<file path="src/rtl/potl_pkg.sv">
`timescale 1ns / 1ps

package potl_pkg;

    localparam int SLOTS     = 16;
    localparam int SLOT_W    = $clog2(SLOTS);
    localparam int PTR_W     = $clog2(SLOTS + 1);
    localparam int TIME_BITS = 32;
    localparam int FUNC_W    = 3;
    localparam int CNT_W     = $clog2(SLOTS + 1);

    localparam logic [PTR_W-1:0] NONE_SLOT = PTR_W'(SLOTS);

    // input and output tdata widths
    localparam int IN_W  = 72;
    localparam int OUT_W = 8;

    localparam logic [FUNC_W-1:0] FUNC_PLAY    = 3'd0;
    localparam logic [FUNC_W-1:0] FUNC_SET     = 3'd1;
    localparam logic [FUNC_W-1:0] FUNC_REG     = 3'd2;
    localparam logic [FUNC_W-1:0] FUNC_UNREG   = 3'd3;
    localparam logic [FUNC_W-1:0] FUNC_REARM   = 3'd4;
    localparam logic [FUNC_W-1:0] FUNC_QUERY   = 3'd5;

    typedef enum logic [2:0] {
        ST_IDLE,
        ST_OP,
        ST_LINK,
        ST_SEARCH,
        ST_PLAY,
        ST_FINISH,
        ST_RESP
    } t_state;

endpackage

</file>
<file path="src/rtl/periodic_oneshot_timer_list_unit.sv">
`timescale 1ns / 1ps

// Timer list: a table of timer slots, the registered ones linked in
// registration order.
// Input channel s_axis carries one command per transfer (play, set, register,
// unregister, rearm, query). Output channel m_axis carries result items; tlast
// marks the final result of a command.
// s_axis_tready is high only while the sequencer is idle: one command is
// worked on at a time.
// Set, rearm and query go from op to result; a new register adds a link step.
// Unregister of a registered slot that is not the head walks the list from
// the head, one link per cycle.
// Play walks the linked slots one per cycle, save while the receiver stalls,
// through a single subtract and compare unit (elapsed time against the period);
// each fired slot gives one result.
// The next command can transfer at the same edge as the last result.
// Reset empties the list and clears all registration flags; period, start
// time and mode of a slot hold no defined value until set.
// When the receiver stalls, the result register holds its transfer and the
// walk pauses at the next fired slot until the register frees up.

module periodic_oneshot_timer_list_unit (
    input  logic                      i_clk,
    input  logic                      i_rst_n,
    input  logic                      s_axis_tvalid,
    output logic                      s_axis_tready,
    // func[2:0], slot[6:3], period[38:7], one_shot[39], now[71:40]
    input  logic [potl_pkg::IN_W-1:0] s_axis_tdata,
    output logic                      m_axis_tvalid,
    input  logic                      m_axis_tready,
    // fired[0], fired_slot[4:1], is_registered[5], zero pad[7:6]
    output logic [potl_pkg::OUT_W-1:0] m_axis_tdata,
    output logic                      m_axis_tlast
);
    import potl_pkg::*;

    t_state r_state, n_state;

    // captured command
    logic [FUNC_W-1:0]    r_func;
    logic [SLOT_W-1:0]    r_slot;
    logic [TIME_BITS-1:0] r_period;
    logic                 r_once_in;
    logic [TIME_BITS-1:0] r_now;

    // list state
    logic [PTR_W-1:0]     r_head, n_head;
    logic [PTR_W-1:0]     r_tail, n_tail;
    logic [PTR_W-1:0]     r_next [SLOTS];
    logic [SLOTS-1:0]     r_linked, n_linked;
    logic [TIME_BITS-1:0] r_slot_period [SLOTS];
    logic [TIME_BITS-1:0] r_slot_start [SLOTS];
    logic [SLOTS-1:0]     r_slot_once;

    // walk state
    logic [PTR_W-1:0]     r_cur, n_cur;
    logic [PTR_W-1:0]     r_prev, n_prev;
    logic [PTR_W-1:0]     r_p, n_p;
    logic [PTR_W-1:0]     r_nxt_s, n_nxt_s;
    logic [CNT_W-1:0]     r_cnt, n_cnt;
    logic                 r_pend_valid, n_pend_valid;
    logic [SLOT_W-1:0]    r_pend_slot, n_pend_slot;
    logic                 r_pend_reg, n_pend_reg;

    // result register
    logic                 r_ovalid;
    logic                 r_ofired;
    logic [SLOT_W-1:0]    r_oslot;
    logic                 r_oreg;
    logic                 r_olast;

    logic                 s_accept;
    logic                 out_free;
    logic [SLOT_W-1:0]    rd_addr;
    logic [PTR_W-1:0]     rd_next;
    logic                 rd_once;
    logic [TIME_BITS-1:0] elapsed;
    logic                 due;
    logic                 cur_end;
    logic                 play_stall;
    logic                 play_go;
    logic                 play_done;

    logic                 next_we;
    logic [SLOT_W-1:0]    next_wa;
    logic [PTR_W-1:0]     next_wd;
    logic                 start_we;
    logic [TIME_BITS-1:0] start_wd;
    logic                 cfg_we;

    logic                 push;
    logic                 push_fired;
    logic [SLOT_W-1:0]    push_slot;
    logic                 push_reg;
    logic                 push_last;

    assign s_axis_tready = (r_state == ST_IDLE);
    assign s_accept      = s_axis_tvalid && s_axis_tready;
    assign out_free      = !r_ovalid || m_axis_tready;

    always_comb begin
        case (r_state)
            ST_PLAY:   rd_addr = r_cur[SLOT_W-1:0];
            ST_SEARCH: rd_addr = r_p[SLOT_W-1:0];
            default:   rd_addr = r_slot;
        endcase
    end

    assign rd_next = r_next[rd_addr];
    assign rd_once = r_slot_once[rd_addr];

    // shared compare unit: wrap-around elapsed time against the period
    assign elapsed = r_now - r_slot_start[rd_addr];
    assign due     = elapsed > r_slot_period[rd_addr];

    assign cur_end    = (r_cur >= NONE_SLOT) || (r_cnt == CNT_W'(SLOTS));
    assign play_stall = due && r_pend_valid && !out_free;
    assign play_go    = (r_state == ST_PLAY) && !cur_end && !play_stall;
    assign play_done  = (r_state == ST_PLAY) && cur_end;

    // next state
    always_comb begin
        n_state = r_state;
        case (r_state)
            ST_IDLE: begin
                if (s_accept) begin
                    if (s_axis_tdata[FUNC_W-1:0] == FUNC_PLAY) begin
                        n_state = ST_PLAY;
                    end else begin
                        n_state = ST_OP;
                    end
                end
            end
            ST_OP: begin
                case (r_func)
                    FUNC_REG: begin
                        n_state = r_linked[r_slot] ? ST_RESP : ST_LINK;
                    end
                    FUNC_UNREG: begin
                        if (r_linked[r_slot] && (r_head != PTR_W'(r_slot))) begin
                            n_state = ST_SEARCH;
                        end else begin
                            n_state = ST_RESP;
                        end
                    end
                    default: n_state = ST_RESP;
                endcase
            end
            ST_LINK: n_state = ST_RESP;
            ST_SEARCH: begin
                if ((rd_next == PTR_W'(r_slot)) || (r_p >= NONE_SLOT)) begin
                    n_state = ST_RESP;
                end
            end
            ST_PLAY: begin
                if (play_done) begin
                    n_state = ST_FINISH;
                end
            end
            ST_FINISH: begin
                if (out_free) begin
                    n_state = ST_IDLE;
                end
            end
            ST_RESP: begin
                if (out_free) begin
                    n_state = ST_IDLE;
                end
            end
            default: n_state = ST_IDLE;
        endcase
    end

    // datapath controls and list updates
    always_comb begin
        n_head       = r_head;
        n_tail       = r_tail;
        n_linked     = r_linked;
        n_cur        = r_cur;
        n_prev       = r_prev;
        n_p          = r_p;
        n_nxt_s      = r_nxt_s;
        n_cnt        = r_cnt;
        n_pend_valid = r_pend_valid;
        n_pend_slot  = r_pend_slot;
        n_pend_reg   = r_pend_reg;
        next_we      = 1'b0;
        next_wa      = rd_addr;
        next_wd      = NONE_SLOT;
        start_we     = 1'b0;
        start_wd     = r_now;
        cfg_we       = 1'b0;
        push         = 1'b0;
        push_fired   = 1'b0;
        push_slot    = '0;
        push_reg     = 1'b0;
        push_last    = 1'b1;

        case (r_state)
            ST_IDLE: begin
                n_cur        = r_head;
                n_prev       = NONE_SLOT;
                n_cnt        = '0;
                n_pend_valid = 1'b0;
            end
            ST_OP: begin
                case (r_func)
                    FUNC_SET: begin
                        cfg_we   = 1'b1;
                        start_we = 1'b1;
                        start_wd = '0;
                    end
                    FUNC_REG: begin
                        if (!r_linked[r_slot]) begin
                            next_we          = 1'b1;
                            next_wa          = r_slot;
                            next_wd          = NONE_SLOT;
                            n_linked[r_slot] = 1'b1;
                            start_we         = 1'b1;
                        end
                    end
                    FUNC_UNREG: begin
                        if (r_linked[r_slot]) begin
                            n_linked[r_slot] = 1'b0;
                            if (r_head == PTR_W'(r_slot)) begin
                                n_head = rd_next;
                                if (rd_next == NONE_SLOT) begin
                                    n_tail = NONE_SLOT;
                                end
                            end else begin
                                n_p     = r_head;
                                n_nxt_s = rd_next;
                            end
                        end
                    end
                    FUNC_REARM: begin
                        start_we = 1'b1;
                    end
                    default: ;
                endcase
            end
            ST_LINK: begin
                // append at the tail
                if (r_head == NONE_SLOT) begin
                    n_head = PTR_W'(r_slot);
                end else begin
                    next_we = 1'b1;
                    next_wa = r_tail[SLOT_W-1:0];
                    next_wd = PTR_W'(r_slot);
                end
                n_tail = PTR_W'(r_slot);
            end
            ST_SEARCH: begin
                if (r_p < NONE_SLOT) begin
                    if (rd_next == PTR_W'(r_slot)) begin
                        // bypass the removed slot
                        next_we = 1'b1;
                        next_wa = r_p[SLOT_W-1:0];
                        next_wd = r_nxt_s;
                        if (r_tail == PTR_W'(r_slot)) begin
                            n_tail = r_p;
                        end
                    end else begin
                        n_p = rd_next;
                    end
                end
            end
            ST_PLAY: begin
                if (play_go) begin
                    n_cur = rd_next;
                    n_cnt = r_cnt + 1'b1;
                    if (due) begin
                        start_we     = 1'b1;
                        n_pend_valid = 1'b1;
                        n_pend_slot  = r_cur[SLOT_W-1:0];
                        n_pend_reg   = !rd_once;
                        // release the previous fire, more results follow
                        if (r_pend_valid) begin
                            push       = 1'b1;
                            push_fired = 1'b1;
                            push_slot  = r_pend_slot;
                            push_reg   = r_pend_reg;
                            push_last  = 1'b0;
                        end
                        if (rd_once) begin
                            n_linked[r_cur[SLOT_W-1:0]] = 1'b0;
                            if (r_head == r_cur) begin
                                n_head = rd_next;
                                if (rd_next == NONE_SLOT) begin
                                    n_tail = NONE_SLOT;
                                end
                            end else begin
                                next_we = 1'b1;
                                next_wa = r_prev[SLOT_W-1:0];
                                next_wd = rd_next;
                                if (r_tail == r_cur) begin
                                    n_tail = r_prev;
                                end
                            end
                        end else begin
                            n_prev = r_cur;
                        end
                    end else begin
                        n_prev = r_cur;
                    end
                end
            end
            ST_FINISH: begin
                if (out_free) begin
                    push       = 1'b1;
                    push_fired = r_pend_valid;
                    push_slot  = r_pend_valid ? r_pend_slot : '0;
                    push_reg   = r_pend_valid && r_pend_reg;
                    push_last  = 1'b1;
                end
            end
            ST_RESP: begin
                if (out_free) begin
                    push     = 1'b1;
                    push_reg = r_linked[r_slot];
                end
            end
            default: ;
        endcase
    end

    always_ff @(posedge i_clk) begin
        if (!i_rst_n) begin
            r_state  <= ST_IDLE;
            r_head   <= NONE_SLOT;
            r_tail   <= NONE_SLOT;
            r_linked <= '0;
            r_ovalid <= 1'b0;
            r_pend_valid <= 1'b0;
            for (int i = 0; i < SLOTS; i++) begin
                r_next[i] <= NONE_SLOT;
            end
        end else begin
            r_state      <= n_state;
            r_head       <= n_head;
            r_tail       <= n_tail;
            r_linked     <= n_linked;
            r_pend_valid <= n_pend_valid;
            if (next_we) begin
                r_next[next_wa] <= next_wd;
            end
            if (push) begin
                r_ovalid <= 1'b1;
            end else if (m_axis_tready) begin
                r_ovalid <= 1'b0;
            end
        end
    end

    always_ff @(posedge i_clk) begin
        if (s_accept) begin
            r_func    <= s_axis_tdata[2:0];
            r_slot    <= s_axis_tdata[6:3];
            r_period  <= s_axis_tdata[38:7];
            r_once_in <= s_axis_tdata[39];
            r_now     <= s_axis_tdata[71:40];
        end
        r_cur       <= n_cur;
        r_prev      <= n_prev;
        r_p         <= n_p;
        r_nxt_s     <= n_nxt_s;
        r_cnt       <= n_cnt;
        r_pend_slot <= n_pend_slot;
        r_pend_reg  <= n_pend_reg;
        if (cfg_we) begin
            r_slot_period[r_slot] <= r_period;
            r_slot_once[r_slot]   <= r_once_in;
        end
        if (start_we) begin
            r_slot_start[rd_addr] <= start_wd;
        end
        if (push) begin
            r_ofired <= push_fired;
            r_oslot  <= push_slot;
            r_oreg   <= push_reg;
            r_olast  <= push_last;
        end
    end

    assign m_axis_tvalid = r_ovalid;
    assign m_axis_tdata  = {2'b00, r_oreg, r_oslot, r_ofired};
    assign m_axis_tlast  = r_olast;

    // an empty list has neither head nor tail
    a_head_tail_empty: assert property (@(posedge i_clk) disable iff (!i_rst_n)
        (r_head == NONE_SLOT) == (r_tail == NONE_SLOT))
        else $error("head and tail disagree on an empty list");

    // the head is always a registered slot
    a_head_linked: assert property (@(posedge i_clk) disable iff (!i_rst_n)
        (r_head != NONE_SLOT) |-> r_linked[r_head[SLOT_W-1:0]])
        else $error("head slot is not registered");

    // a result without a fire is always the final one of its command
    a_empty_is_last: assert property (@(posedge i_clk) disable iff (!i_rst_n)
        (m_axis_tvalid && !m_axis_tdata[0]) |-> m_axis_tlast)
        else $error("non-fire result not marked last");

    // fire results are only produced by a play
    a_fire_in_play: assert property (@(posedge i_clk) disable iff (!i_rst_n)
        push && push_fired |-> (r_state == ST_PLAY || r_state == ST_FINISH))
        else $error("fire result outside a play");

    // the walk never visits more slots than exist
    a_walk_bound: assert property (@(posedge i_clk) disable iff (!i_rst_n)
        (r_state == ST_PLAY) |-> (r_cnt <= CNT_W'(SLOTS)))
        else $error("play walk exceeded slot count");

endmodule
</file>
<file path="config.mk">
export PLATFORM = sky130hd
export DESIGN_NAME = periodic_oneshot_timer_list_unit
export DESIGN_NICKNAME = d
export VERILOG_FILES = /design/src/rtl/potl_pkg.sv /design/src/rtl/periodic_oneshot_timer_list_unit.sv
export SDC_FILE = /design/constraint.sdc
export NUM_CORES = 2
export LEC_CHECK = 0
export BUFFER_PORTS_ARGS = -buffer_cell sky130_fd_sc_hd__buf_2
export CAP_MARGIN = 20
export CORE_MARGIN = 5
export CORE_UTILIZATION = 30
export DETAILED_ROUTE_END_ITERATION = 7
export PLACE_DENSITY = 0.56
export SYNTH_ARGS = -nofsm -noshare
export SYNTH_HDL_FRONTEND = slang
export SYNTH_SLANG_ARGS = --single-unit
</file>
<file path="constraint.sdc">
create_clock -name i_clk -period 27.7 [get_ports i_clk]
set_input_delay 1.385 -clock i_clk [delete_from_list [all_inputs] [get_ports i_clk]]
set_output_delay 1.385 -clock i_clk [all_outputs]
set_load 0.05 [all_outputs]
</file>
; ---- Word level (Yosys, flattened, before mapping)
; Memories as Yosys holds them, arrays and structs flattened.
; Cells that the tools add are included.
[word_totals]
ff_bits = 156
latch_bits = 0
ram_bits = 1104
rom_bits = 0
inputBits = 76
output_inout_bits = 11
elab_cells = 256
n_memories = 3
[classes]
add_sub_neg = 2
multipliers = 0
div_mod_pow = 0
magnitude_cmp = 9
n_eq_ne = 41
n_shift = 0
n_mux = 133
n_bitwise = 6
n_reduce_logical = 39
[memory_table]
columns = name, depth, width, read_ports, rd_clocked_by_memory_dff, write_ports, line_no
row1 = r_slot_period, 16, 32, 1, 0, 1, periodic_oneshot_timer_list_unit.sv:51  ; logic [TIME_BITS-1:0] r_slot_period [SLOTS];
row2 = r_slot_start, 16, 32, 1, 0, 1, periodic_oneshot_timer_list_unit.sv:52  ; logic [TIME_BITS-1:0] r_slot_start [SLOTS];
row3 = r_next, 16, 5, 1, 0, 16, periodic_oneshot_timer_list_unit.sv:49  ; logic [PTR_W-1:0] r_next [SLOTS];
[ops]
columns = operator, count
row1 = $mux W5, 38
row2 = $mux W16, 5
row3 = $mux W32, 2
row4 = $pmux W16 S2, 2
row5 = $mux W4, 14
row6 = $mux W1, 41
row7 = $pmux W5 S2, 4
row8 = $and A16 B16 Y16, 2
row9 = $gt A32 B32 Y1, 1
row10 = $not A16 Y16, 2
row11 = $sub A32 B32 Y32, 1
row12 = $pmux W5 S3, 2
row13 = $ne A2 B2 Y1 const B, 14
row14 = $mux W3, 7
row15 = $pmux W5 S4, 1
row16 = $pmux W3 S6, 1
row17 = $bwmux W16, 1
row18 = $or A16 B16 Y16, 1
row19 = $pmux W4 S2, 2
row20 = $pmux W4 S4, 1
row21 = $eq A5 B4 Y1, 3
row22 = $eq A5 B5 Y1 const B, 3
row23 = $lt A4 B5 Y1 const B, 3
row24 = $eq A3 B2 Y1 const B, 4
row25 = 35 further kinds, 75

; ---- Longest topological paths before layout
; An unclocked memory read counts as a cell.
[logic_depth]
depth_word = 16
ltp_mapped = 39
ltp_nobuf = 32

; ---- Least setup slack after synthesis
; OpenSTA, ideal clock, no wires.
[synth_timing]
path_type = register -> register
from = register r_slot[0]
to = memory r_slot_start[10][0] (enable)
setup_time_ns = 0.421
arrival_ns = 8.626
required_time_ns = 27.279
slack_ns = 18.653
path_stages_with_launch = 33
n_path_buf = 5
period_less_slack_ns = 9.047
cell_sequence = edfxtp_1 buf_2 a21bo_2 o22a_4 nor2_4 buf_6 buf_4 buf_1 buf_1 mux4_2 nand2_1 nand2_1 a21oi_1 ha_1 a21o_1 a21o_1 a21o_1 a32oi_1 o21ai_0 a31oi_1 a31oi_1 o31a_1 o21a_1 nor2_1 xnor2_1 ha_1 nand4_1 nor4_1 a21oi_1 nor2_1 a21oi_1 or3_1 nor2_1
[synth_via]
elab_chain_len = 12
elab_cells_between_ends = 18
cone_classes = 1 x add/sub / 1 x order compare / 10 x mux / 4 x reduce/logical / 2 x memory
[synth_rtl]
columns = element, line_no
row1 = start: declaration, periodic_oneshot_timer_list_unit.sv:41  ; logic [SLOT_W-1:0] r_slot;
row2 = start signal: assignment, periodic_oneshot_timer_list_unit.sv:358  ; r_slot <= s_axis_tdata[6:3];
row3 = $pmux W4 S2, periodic_oneshot_timer_list_unit.sv:102  ; case (r_state)
row4 = $mem_v2 Z16 W32, -
row5 = $sub A32 B32 Y32, periodic_oneshot_timer_list_unit.sv:113  ; assign elapsed = r_now - r_slot_start[rd_addr];
row6 = $gt A32 B32 Y1, periodic_oneshot_timer_list_unit.sv:114  ; assign due = elapsed > r_slot_period[rd_addr];
row7 = $logic_and A1 B1 Y1 (2 in a row), periodic_oneshot_timer_list_unit.sv:117  ; assign play_stall = due && r_pend_valid && !out_free;
row8 = $logic_not A1 Y1, periodic_oneshot_timer_list_unit.sv:118  ; assign play_go = (r_state == ST_PLAY) && !cur_end && !play_stall;
row9 = $logic_and A1 B1 Y1, periodic_oneshot_timer_list_unit.sv:118
row10 = $mux W1, periodic_oneshot_timer_list_unit.sv:269  ; if (play_go) begin
row11 = $pmux W1 S2, periodic_oneshot_timer_list_unit.sv:199  ; case (r_state)
row12 = $mux W1, periodic_oneshot_timer_list_unit.sv:374  ; if (start_we) begin
row13 = $mux W1 (implied by the code), periodic_oneshot_timer_list_unit.sv:375  ; r_slot_start[rd_addr] <= start_wd;
row14 = end: declaration, periodic_oneshot_timer_list_unit.sv:52
; Several ways; a longest one is shown, not always the timed one. The select of a mux whose other input is x is not followed.

==> metrics.txt <==
status=finished clean; flops & latches, synth=between 1000 and 1500; vias in the first global route=between 20000 and 30000; DR WL/cell=24.4 um; worst slack at placement=~17 ns; GR Util All Layers=0.148; top cells by count, synth=1229 x edfxtp_1, 420 x nand2_1, 264 x mux4_2; fmax=about 90 MHz; 1st-iter DRT viols=2635; Post-Synthesis Cells=about 3100; Clock Path Buffers=3; CTS H-tree depth=4; prevailing post-synth register cell=edfxtp_1; routed vias/inst=5.05; vias after detailed routing=roughly 29000; routability-driven placement congestion ratio=around 0.88; fin worst setup slack=16.62 ns; mapped cell area=52500 um^2; Post-DRT Antenna Nets=0; top-level port count=87; Synth top area share=0.703; Total Die Area=around 180000 um^2; cts hold-fix bufs=0; area grow syn2layout=15.1%; gr busiest metal=met2; Lkg Pwr=approximately 20 nW; Congestion Overflow GR=0; first-pass GRT wire length=a little over 200 mm; nets@finish=around 3400; DRC violations left=0; type of the worst min-delay path=flip-flop to flip-flop; CTS Sinks=around 1300; Die Y=between 400 and 500 um; Clock power frac=0.250; peak supply drop=~100 uV; met1 usage=0.198; FFs w/ async S/R, synth=0; reg2reg setup slack=roughly 17 ns; startpoint types=flip-flop; root buf cell=clkbuf_16; post-CTS setup buffers=0; CP required=between 20 and 30 ns; register share of total power=0.331; most used standard cell by instance count after synthesis=edfxtp_1; Yosys cell types=85; core area=174000 um^2; Max Clock Skew=0.0635 ns; Ys Warns=0; power density cells=119 nW/um^2; CP arrival=around 12 ns; Seq/Total Area, Yosys=0.715; row count=153; DIE WIDTH=roughly 430 um; Max Cap Violations=0; # resized after CTS=0; period utilization=0.400; Max Transition Viols Final=0; slew margin rel.=0.273; final count of hold timing violations=0; M3 GR Usage=0.0220; layout cells sized above 1=0.202; initial antenna violation count=4; input/output buffers=84; slowest stage cell, crit path=dfxtp_1; Psw=around 0.0028 W; drt total wl=139 mm; Combinational Power Share=0.419; EDFF count, synth=between 1000 and 1500; CTS tree=done; Starting Density=0.302; grt met2 use=0.251; CP Capture Type=flip-flop; DRT Pass-1 Iters=6; dpl hpwl=a little under 80 mm; Worst path max stage delay=roughly 0.99 ns; Top Registers=r_slot_period (512), r_slot_start (512), r_next (80); Hold Slack=roughly 0.47 ns; Worst Setup Path Type=flip-flop to flip-flop; Synth Area per Inst=16.7 um^2; leading post-synthesis cells by cell area=edfxtp_1 70%, mux4_2 11%, nand2_1 3.0%, a21oi_1 1.8%, ha_1 1.5%; RSZ-0062 raised after global routing=false; largest net degree at the start of global routing=around 140; CTS clk-pin slew, worst paths=0.06 ns; TritonCTS buffer count=~140; endpoints failing setup=0; Internal Power=around 0.0045 W; power after layout=approximately 0.0072 W; Worst Tran Pin Value=1.08 ns; top fanout value on the critical path=between 90 and 100; Worst-Skew Late Latency=~0.78 ns; area leader, netlist=edfxtp_1; fin crit period=11.08 ns; setup_tns=0 ns; switching share of power=0.382
[per-layer routing]
metal	vias up	routed length, um
met1	15000	59600
met2	912	69000
li1	12600	-
met3	185	7140
met4	0	3340
met5	-	0
[metrics by stage]
stage,instance area [um^2],std cells,util
2_1_floorplan,52500,3143,-
3_3_place_gp,55900,5449,0.321
3_5_place_dp,55900,5450,0.321
4_1_cts,60400,5698,0.347
5_1_grt,60400,5699,0.347
6_report,60400,5699,0.347
[cells in the final DEF (no fill, tap or decap), drive strengths merged, types with 9 or more instances in the layout]
| cell | count |
|---|---|
| a21o | 28 |
| a21oi | 188 |
| a31oi | 26 |
| and2 | 44 |
| and3 | 11 |
| buf | 154 |
| bufinv | 9 |
| clkbuf | 165 |
| clkinv | 65 |
| dfxtp | 31 |
| edfxtp | 1229 |
| ha | 65 |
| inv | 29 |
| mux2 | 12 |
| mux2i | 30 |
| mux4 | 264 |
| nand2 | 421 |
| nand2b | 32 |
| nand3 | 56 |
| nor2 | 155 |
| nor2b | 16 |
| nor3 | 39 |
| nor4 | 11 |
| o21a | 11 |
| o21ai | 76 |
| o22ai | 16 |
| or3 | 15 |
| xnor2 | 32 |
| xor2 | 16 |
[cells by family after synthesis]
kind of cell               synth area share
xor gates and xnor gates            0.00801
other                             0.0000714
buffers and inverters                0.0160
DFF                                   0.715
adders and majority gates            0.0159
AOI/OAI and AO/OA                    0.0527
and+or+nand+nor                      0.0709
muxes                                 0.122
[power by group through the flow]
| stage | Sequential [W] | Clock, W | Combinational [W] |
|---|---|---|---|
| 5_1_grt | 0.00240 | 0.00193 | 0.00331 |
| 4_1_cts | 0.00239 | 0.00185 | 0.00305 |
| 2_1_floorplan | 0.00236 | 0 | 0.00213 |
| 3_5_place_dp | 0.00243 | 0 | 0.00303 |
| 3_3_place_gp | 0.00242 | 0 | 0.00303 |
| 6_report | 0.00239 | 0.00180 | 0.00302 |
[final timing paths]
kind	depth (start not counted)	start	endpoint
setup / recovery	31	r_state[1]	r_next[8][4]
hold reg to reg	2	flip-flop	flip-flop
setup reg to reg	31	r_state[1]	r_next[8][4]
hold / removal	2	flip-flop	flip-flop
[critical path, delay by kind of cell, from the launching register on]
family	cells	cell delay (ns)
compound gates	15	4.11
flops	1	0.99
xor+xnor	1	0.09
fa+ha+maj	2	0.59
mux	1	0.60
buf+inv	2	1.38
simple gates	10	2.81
[cell type report]
class                           count  area, um^2
Antenna cell                        1        2.50
Clock buffer                      165        3580
Clock inverter                     83         906
Fill cell                       16400      114000
Inverter                           25        93.8
Multi-Input combinational cell   1686       14400
Sequential cell                  1260       37500
Tap cell                         2325        2910
Timing Repair Buffer              154        1010
No activity file was read; power rests on OpenSTA's default activity.
